<file path="config.mk">
export PLATFORM = sky130hd
export DESIGN_NAME = at_final_result_recognizer
export DESIGN_NICKNAME = d
export VERILOG_FILES = /design/src/afr_pkg.sv /design/src/afr_match_cell.sv /design/src/afr_frame_ctrl.sv /design/src/afr_out_queue.sv /design/src/at_final_result_recognizer.sv
export VERILOG_INCLUDE_DIRS = /design/src /design/src/src
export SDC_FILE = /design/constraint.sdc
export NUM_CORES = 1
export LEC_CHECK = 0
export BUFFER_PORTS_ARGS = -buffer_cell sky130_fd_sc_hd__buf_2
export CORE_MARGIN = 8
export CORE_UTILIZATION = 55
export DETAILED_ROUTE_END_ITERATION = 6
export PLACE_DENSITY_LB_ADDON = 0.25
export SYNTH_ARGS = -nofsm -noshare
export SYNTH_HDL_FRONTEND = slang
export SYNTH_SLANG_ARGS = --single-unit
</file>
<file path="constraint.sdc">
create_clock -name clk -period 3.1 [get_ports clk]
set_input_delay 0.155 -clock clk [delete_from_list [all_inputs] [get_ports clk]]
set_output_delay 0.155 -clock clk [all_outputs]
set_load 0.02 [all_outputs]
</file>
<file path="src/at_final_result_recognizer_macros.svh">
// Assertion helpers for afr_frame_ctrl; they need clk and rst in scope.
`ifndef AT_FINAL_RESULT_RECOGNIZER_MACROS_SVH
`define AT_FINAL_RESULT_RECOGNIZER_MACROS_SVH

// Same-cycle implication, checked out of reset.
`define AFR_ASSERT_NOW(lbl, ante, cons, msg) \
  lbl: assert property (@(posedge clk) disable iff (rst) (ante) |-> (cons)) else $error(msg);

// Next-cycle implication, checked out of reset.
`define AFR_ASSERT_NEXT(lbl, ante, cons, msg) \
  lbl: assert property (@(posedge clk) disable iff (rst) (ante) |=> (cons)) else $error(msg);

`endif

</file>
<file path="src/afr_pkg.sv">
package afr_pkg;

  localparam int KW_COUNT = 4;
  localparam int KW_MAX   = 7;

  // Keyword slots
  localparam int KW_OK      = 0;
  localparam int KW_ERROR   = 1;
  localparam int KW_FAIL    = 2;
  localparam int KW_CONNECT = 3;

  localparam logic [7:0] CH_CR = 8'h0D;
  localparam logic [7:0] CH_LF = 8'h0A;
  localparam logic [7:0] CH_O  = 8'h4F;

  // Keyword text, left aligned, zero padded
  localparam logic [7:0] KW_TEXT [KW_COUNT][KW_MAX] = '{
    '{8'h4F, 8'h4B, 8'h00, 8'h00, 8'h00, 8'h00, 8'h00},  // OK
    '{8'h45, 8'h52, 8'h52, 8'h4F, 8'h52, 8'h00, 8'h00},  // ERROR
    '{8'h46, 8'h41, 8'h49, 8'h4C, 8'h00, 8'h00, 8'h00},  // FAIL
    '{8'h43, 8'h4F, 8'h4E, 8'h4E, 8'h45, 8'h43, 8'h54}   // CONNECT
  };

  localparam logic [2:0] KW_LEN [KW_COUNT] = '{3'd2, 3'd5, 3'd4, 3'd7};

  typedef enum logic [2:0] {
    PH_LEAD    = 3'd1,
    PH_LINE    = 3'd2,
    PH_INFO_CR = 3'd3,
    PH_INFO_LF = 3'd4,
    PH_FINAL   = 3'd5
  } afr_phase_t;

  // Link between neighboring matcher cells
  typedef struct packed {
    logic [7:0]          data;
    logic                search;
    logic [KW_COUNT-1:0] found;
  } afr_link_t;

  typedef struct packed {
    logic status;
    logic connect;
  } afr_result_t;

  // Longest keyword prefix that ends the matched prefix of length p_in plus c.
  function automatic logic [2:0] kw_step(input int w, input logic [2:0] p_in,
                                         input logic [7:0] c);
    logic [3:0] p;
    logic [3:0] res;
    logic       hit_k;
    logic       done;
    p    = (p_in >= KW_LEN[w]) ? 4'd0 : {1'b0, p_in};
    res  = 4'd0;
    done = 1'b0;
    for (int k = KW_MAX; k >= 1; k--) begin
      if (!done && (k <= int'(p) + 1)) begin
        hit_k = (KW_TEXT[w][k-1] == c);
        for (int i = 0; i < k - 1; i++) begin
          if (KW_TEXT[w][i] != KW_TEXT[w][int'(p) - (k - 1) + i]) begin
            hit_k = 1'b0;
          end
        end
        if (hit_k) begin
          res  = 4'(k);
          done = 1'b1;
        end
      end
    end
    return res[2:0];
  endfunction

endpackage

</file>
<file path="src/afr_match_cell.sv">
module afr_match_cell
  import afr_pkg::*;
#(
  parameter int IDX = 0
) (
  input  logic      clk,
  input  logic      rst,
  input  logic      clear,
  input  afr_link_t link_in,
  output afr_link_t link_out
);

  logic [2:0] progress;
  logic       found;
  logic [2:0] step;
  logic       hit;
  logic [2:0] progress_next;
  logic       found_next;

  assign step = kw_step(IDX, progress, link_in.data);
  assign hit  = (step >= KW_LEN[IDX]);

  always_comb begin
    progress_next = progress;
    found_next    = found;
    if (link_in.search) begin
      progress_next = hit ? 3'd0 : step;
      found_next    = found | hit;
    end
  end

  // Found bit after this byte's search, before any clear
  always_comb begin
    link_out          = link_in;
    link_out.found[IDX] = found_next;
  end

  always_ff @(posedge clk) begin
    if (rst || clear) begin
      progress <= 3'd0;
      found    <= 1'b0;
    end else begin
      progress <= progress_next;
      found    <= found_next;
    end
  end

endmodule

</file>
<file path="src/afr_frame_ctrl.sv">
module afr_frame_ctrl
  import afr_pkg::*;
#(
  parameter int BUF_DEPTH = 256
) (
  input  logic                clk,
  input  logic                rst,
  input  logic                fire,
  input  logic [7:0]          data,
  input  logic [KW_COUNT-1:0] found,
  output logic                search,
  output logic                clear,
  output logic                res_valid,
  output afr_result_t         res
);

`include "at_final_result_recognizer_macros.svh"

  localparam int CNT_W = $clog2(BUF_DEPTH + 1);

  afr_phase_t       phase;
  afr_phase_t       phase_next;
  logic [CNT_W-1:0] count;
  logic [7:0]       prev;
  logic             empty;
  logic             crlf;
  logic             any_fail;

  assign empty    = (count == '0);
  assign crlf     = !empty && (prev == CH_CR) && (data == CH_LF);
  assign any_fail = found[KW_ERROR] | found[KW_FAIL];
  assign search   = fire && (count < CNT_W'(BUF_DEPTH));

  always_comb begin
    phase_next = phase;
    if (fire) begin
      case (phase)
        PH_LINE: begin
          if (crlf) begin
            phase_next = (found[KW_OK] || any_fail) ? PH_LEAD : PH_INFO_CR;
          end
        end
        PH_INFO_CR: begin
          if (data == CH_CR) begin
            phase_next = PH_INFO_LF;
          end else if (data == CH_O) begin
            phase_next = PH_FINAL;
          end else begin
            phase_next = PH_LEAD;
          end
        end
        PH_INFO_LF: begin
          phase_next = (data == CH_LF) ? PH_FINAL : PH_LEAD;
        end
        PH_FINAL: begin
          if (crlf) begin
            phase_next = PH_LEAD;
          end
        end
        default: begin
          phase_next = (!empty && (data == CH_LF)) ? PH_LINE : PH_LEAD;
        end
      endcase
    end
  end

  always_comb begin
    res_valid   = 1'b0;
    res.status  = 1'b1;
    res.connect = 1'b0;
    clear       = 1'b0;
    if (fire) begin
      case (phase)
        PH_LINE: begin
          if (crlf && found[KW_OK]) begin
            res_valid   = 1'b1;
            res.status  = 1'b0;
            res.connect = found[KW_CONNECT];
          end else if (crlf && any_fail) begin
            res_valid = 1'b1;
          end
        end
        PH_INFO_CR: begin
          res_valid = (data != CH_CR) && (data != CH_O);
        end
        PH_INFO_LF: begin
          res_valid = (data != CH_LF);
        end
        PH_FINAL: begin
          if (crlf) begin
            res_valid   = 1'b1;
            res.status  = !found[KW_OK];
            res.connect = found[KW_OK] & found[KW_CONNECT];
          end
        end
        default: begin
          if (empty) begin
            clear = (data != CH_CR);
          end else begin
            res_valid = (data != CH_LF);
          end
        end
      endcase
      clear = clear | res_valid;
    end
  end

  always_ff @(posedge clk) begin
    if (rst) begin
      phase <= PH_LEAD;
      count <= '0;
      prev  <= 8'h00;
    end else begin
      phase <= phase_next;
      if (fire) begin
        prev <= data;
      end
      if (clear) begin
        count <= '0;
      end else if (search) begin
        count <= count + CNT_W'(1);
      end
    end
  end

  `AFR_ASSERT_NEXT(a_result_empties, res_valid, (count == '0) && (phase == PH_LEAD), "result did not empty the collection")
  `AFR_ASSERT_NOW(a_err_no_connect, res_valid && res.status, !res.connect, "connect flag on an error result")
  `AFR_ASSERT_NOW(a_count_bound, 1'b1, count <= CNT_W'(BUF_DEPTH), "byte count past buffer depth")
  `AFR_ASSERT_NOW(a_framed_count, phase != PH_LEAD, count >= CNT_W'(2), "framing past lead with short collection")

endmodule

</file>
<file path="src/afr_out_queue.sv">
module afr_out_queue
  import afr_pkg::*;
(
  input  logic        clk,
  input  logic        rst,
  input  logic        push,
  input  afr_result_t push_data,
  output logic        full,
  output logic        out_valid,
  input  logic        out_stall,
  output afr_result_t head
);

  logic [1:0]  fill;
  afr_result_t tail;
  logic        pop;

  assign pop       = out_valid && !out_stall;
  assign out_valid = (fill != 2'd0);
  assign full      = (fill == 2'd2);

  always_ff @(posedge clk) begin
    if (rst) begin
      fill <= 2'd0;
    end else begin
      fill <= fill + {1'b0, push} - {1'b0, pop};
    end
  end

  always_ff @(posedge clk) begin
    if (pop) begin
      head <= full ? tail : push_data;
    end else if (push && (fill == 2'd0)) begin
      head <= push_data;
    end
    if (push && (fill == 2'd1) && !pop) begin
      tail <= push_data;
    end
  end

endmodule

</file>
<file path="src/at_final_result_recognizer.sv">
// Channel | handshake              | payload
// --------+------------------------+-----------------------------
// in      | in_valid / in_stall    | rx_byte[7:0]
// out     | out_valid / out_stall  | final_status, connect_seen
//
// One byte per cycle while in_stall is low. A byte is parsed in the cycle
// of its transfer; its result, if any, is on the out channel the following
// cycle unless an earlier result waits. A two-entry result queue decouples
// the sides; in_stall rises only while both entries hold results that the
// receiver has not taken. Reset (rst, synchronous) returns the framing to
// the leading CR and empties the collection, matchers and result queue.
module at_final_result_recognizer
  import afr_pkg::*;
#(
  parameter int BUF_DEPTH = 256
) (
  input  logic       clk,
  input  logic       rst,
  input  logic       in_valid,
  output logic       in_stall,
  input  logic [7:0] rx_byte,
  output logic       out_valid,
  input  logic       out_stall,
  output logic       final_status,
  output logic       connect_seen
);

  afr_link_t   link [KW_COUNT+1];
  logic        fire;
  logic        search;
  logic        clear;
  logic        res_valid;
  afr_result_t res;
  afr_result_t head;
  logic        full;

  // Zero bytes are transferred but otherwise dropped.
  assign fire     = in_valid && !in_stall && (rx_byte != 8'h00);
  assign in_stall = full;

  // Row of keyword matchers: the byte and search strobe ride down the row,
  // each cell adding its found flag as it passes.
  assign link[0] = '{data: rx_byte, search: search, found: '0};

  for (genvar g = 0; g < KW_COUNT; g++) begin : g_cell
    afr_match_cell #(
      .IDX(g)
    ) u_cell (
      .clk     (clk),
      .rst     (rst),
      .clear   (clear),
      .link_in (link[g]),
      .link_out(link[g+1])
    );
  end

  // Framing machine, byte count and result decision
  afr_frame_ctrl #(
    .BUF_DEPTH(BUF_DEPTH)
  ) u_ctrl (
    .clk      (clk),
    .rst      (rst),
    .fire     (fire),
    .data     (rx_byte),
    .found    (link[KW_COUNT].found),
    .search   (search),
    .clear    (clear),
    .res_valid(res_valid),
    .res      (res)
  );

  afr_out_queue u_queue (
    .clk      (clk),
    .rst      (rst),
    .push     (res_valid),
    .push_data(res),
    .full     (full),
    .out_valid(out_valid),
    .out_stall(out_stall),
    .head     (head)
  );

  assign final_status = head.status;
  assign connect_seen = head.connect;

endmodule

</file>
==> summary.md <==
| Metric | Value |
|---|---|
| Via count | `a little over 3000` |
| Clk slew on worst S/H paths | `0.09 ns` |
| Internal | `around 1.1 mW` |
| Fill cells | `~520` |
| Area share of the leading cell type in the synthesized netlist | `~22%` |
| Vias/cell | `approximately 5.6` |
| Tmin final | `a little under 3 ns` |
| Slew headroom | `roughly three fifths` |
| CTS Buf Count | `5` |
| Worst vdd ir | `around 0.00029 V` |
| Max_cap viols | `0` |
| Number of diodes | `0` |
| Ratio of cells with drive above 1 in the final layout | `about 16%` |
| Clk sinks | `42` |
| CTS tree | `yes` |
| Syn Inst Count | `around 420` |
| Synth area leaders | `dfxtp_1, ha_1, nor2_1` |
| Die height | `about 95 µm` |
| Overflow after GRT | `0` |
| Number of antenna violations at the first check in global routing | `0` |
| Htree depth | `2` |
| DRT iter0 DRCs | `227` |
| Setup crit end kind | `register` |
| Clock Path Buffers | `2` |
| Reg power frac | `about two fifths` |
| Post-synth EDFFs | `4` |
| Drt drc | `0` |
| Sw frac | `about a third` |
| Area of the mapped netlist | `3445 µm²` |
| Post-DP HPWL | `roughly 5900 µm` |
| Fin. Hold Viols | `0` |
| P per Cell Area | `a little over 400 nW/µm²` |
| Most common cell after layout, fill and taps aside | `ha_1` |
| I/O pins | `16` |
| Worst Tran Pin Value | `around 0.60 ns` |
| Outcome | `complete, no violations` |
| Die X | `around 95 µm` |
| I/O Buffers | `15` |
| Fin Clk Skew | `slightly above 0.006 ns` |
| Combinational share of power | `about a third` |
| First-pass GRT wire length | `~13000 µm` |
| WP data required | `about 3.3 ns` |
| Total global routing track utilization | `~18%` |
| Critical Path AT | `around 3.2 ns` |
| Max Clk Rate | `0.3370 GHz` |
| Critical Path Start Type | `register` |
| NetSw | `between 500 and 600 µW` |
| Final net count | `532` |
| Crit Path Max Fanout | `11` |
| Hold WC Path Type | `primary input to register` |
| Setup violators final | `0` |
| Row cnt | `29` |
| Clock Tree Root | `clkbuf_8` |
| Synth unique cells | `68` |
| Critical path class | `register to register` |
| Syn Area/Cell | `~8.2 µm²` |
| Number of global-route vias before repair | `roughly 2900` |
| Cell taking the most area after synthesis | `dfxtp_1` |
| Detailed Routing Iterations Pass 1 | `4` |
| Area Growth Syn to Fin | `14.86%` |
| Most used DFF post-synth | `dfxtp_1` |
| WL final | `approximately 7600 µm` |
| Die area | `roughly 9100 µm²` |
| GPL Wtd Cong | `about 0.94` |
| Most frequent cells in the layout | `ha_1, nor2_1, nand2_1` |
| Post-synthesis sequential area ratio | `approximately 26%` |
| Dpl cells | `530` |
| Core Box Area | `6205 µm²` |
| Flops & latches, synth | `42` |
| Final ANT Viol Nets | `0` |
| LEAKAGE | `between 1.5 and 2 nW` |
| Fin crit share | `a little over nine tenths` |
| Post-Layout Cell Count | `539` |
| Yosys warns | `0` |
| Wire length per cell | `between 10 and 15 µm` |
| Clock Power Share | `27.3%` |
| Clock latency on the worst-skew pair | `0.29 ns` |
| Initial Util | `around 56%` |
| Post-route core utilization | `a little under two thirds` |
| Synth async-reset ratio | `0%` |
| Largest net degree at the start of global routing | `26` |
| Final Slew Violations | `0` |
==> power groups by stage <==
stage / Combinational (mW) / Clock, mW / Sequential, mW
global placement: 0.521 / 0 / 0.645
floorplan: 0.373 / 0 / 0.645
CTS: 0.532 / 0.461 / 0.635
global route: 0.611 / 0.480 / 0.645
detailed placement: 0.528 / 0 / 0.647
finish: 0.545 / 0.445 / 0.637
==> repair_timing <==
action                                  4_1_cts  5_1_grt
buffers inserted                              0        1
resized for setup                             0       13
hold buffers                                  0        0
endpoints found under the setup margin        0        8
==> layout make-up <==
class / instances / area (µm²) / share of cell area (%)
well taps: 77 / 96.34 / 2.435
multi-input cells: 337 / 2456 / 62.08
inverters: 35 / 131.4 / 3.321
repair buffers: 40 / 279.0 / 7.053
flip-flops and latches: 42 / 880.8 / 22.26
clock buffers: 5 / 68.82 / 1.739
clock inverters: 3 / 43.79 / 1.107
==> critical path: stages, from the launching register on <==
cell,delay (ns)
dfxtp_1,0.36
buf_6,0.15
inv_1,0.08
ha_1,0.32
inv_1,0.06
ha_1,0.28
or4b_1,0.49
or3_1,0.31
or4_1,0.41
nand4b_1,0.13
nor2_1,0.06
o21ai_1,0.14
a21oi_1,0.08
==> metrics by stage <==
step	area (µm²)	total power [mW]	hold WS [ns]	worst slack, ns	setup TNS (ns)
2_1_floorplan	3482	1.018	0.2494	0.03221	0
3_3_place_gp	3777	1.165	0.4169	0.1227	0
3_5_place_dp	3777	1.176	0.4199	0.06110	0
4_1_cts	3890	1.629	0.1316	0.03117	0
5_1_grt	3956	1.736	0.1295	-0.007919	-0.01485
6_report	3956	1.627	0.1438	0.1328	0
==> sequential cells by signal (all words and copies together), names as in the netlist <==
register,count
u_ctrl.phase,3
u_queue.fill,2
u_ctrl.prev,8
u_queue.tail,2
u_ctrl.count,9
g_cell.u_cell.found,4
g_cell.u_cell.progress,12
u_queue.head,2
==> final timing paths <==
kind                            depth (start not counted)                    startpoint                            to  slack [ns]
worst max-delay path                                   12  g_cell[3].u_cell.progress[0]  g_cell[3].u_cell.progress[0]        0.13
worst min-delay path                                    3                    rx_byte[4]                u_ctrl.prev[4]        0.14
worst max register to register                         12  g_cell[3].u_cell.progress[0]  g_cell[3].u_cell.progress[0]        0.13
worst min register to register                          2  g_cell[0].u_cell.progress[2]  g_cell[0].u_cell.progress[2]        0.43
==> metal layers <==
layer  part of all wire (%)  GRT usage (%)
met1                     46          22.17
met2                     48          31.07
met3                    4.6          3.150
met4                    1.5          4.551
met5                      0              0
==> cells in the mapped netlist, drive strengths merged (5+ instances only) <==
cell,n
dfxtp,38
nor3b,5
nor4,9
ha,59
a21oi,24
xor2,5
nor3,10
nand4,7
nand3,15
nand4b,6
nand2b,9
nand2,42
or3,6
nor2,48
clkbuf,11
inv,35
o21ai,8
==> logic make-up after synthesis <==
kind of cell,synth area share (%)
AO/OA/AOI/OAI,12.86
flip-flops,25.57
AND/OR/NAND/NOR,30.88
other,0.2180
multiplexers,1.199
XOR/XNOR,2.034
buffers and inverters,5.812
adder cells (fa/ha/maj),21.43
Power figures use the tool's default switching activity.
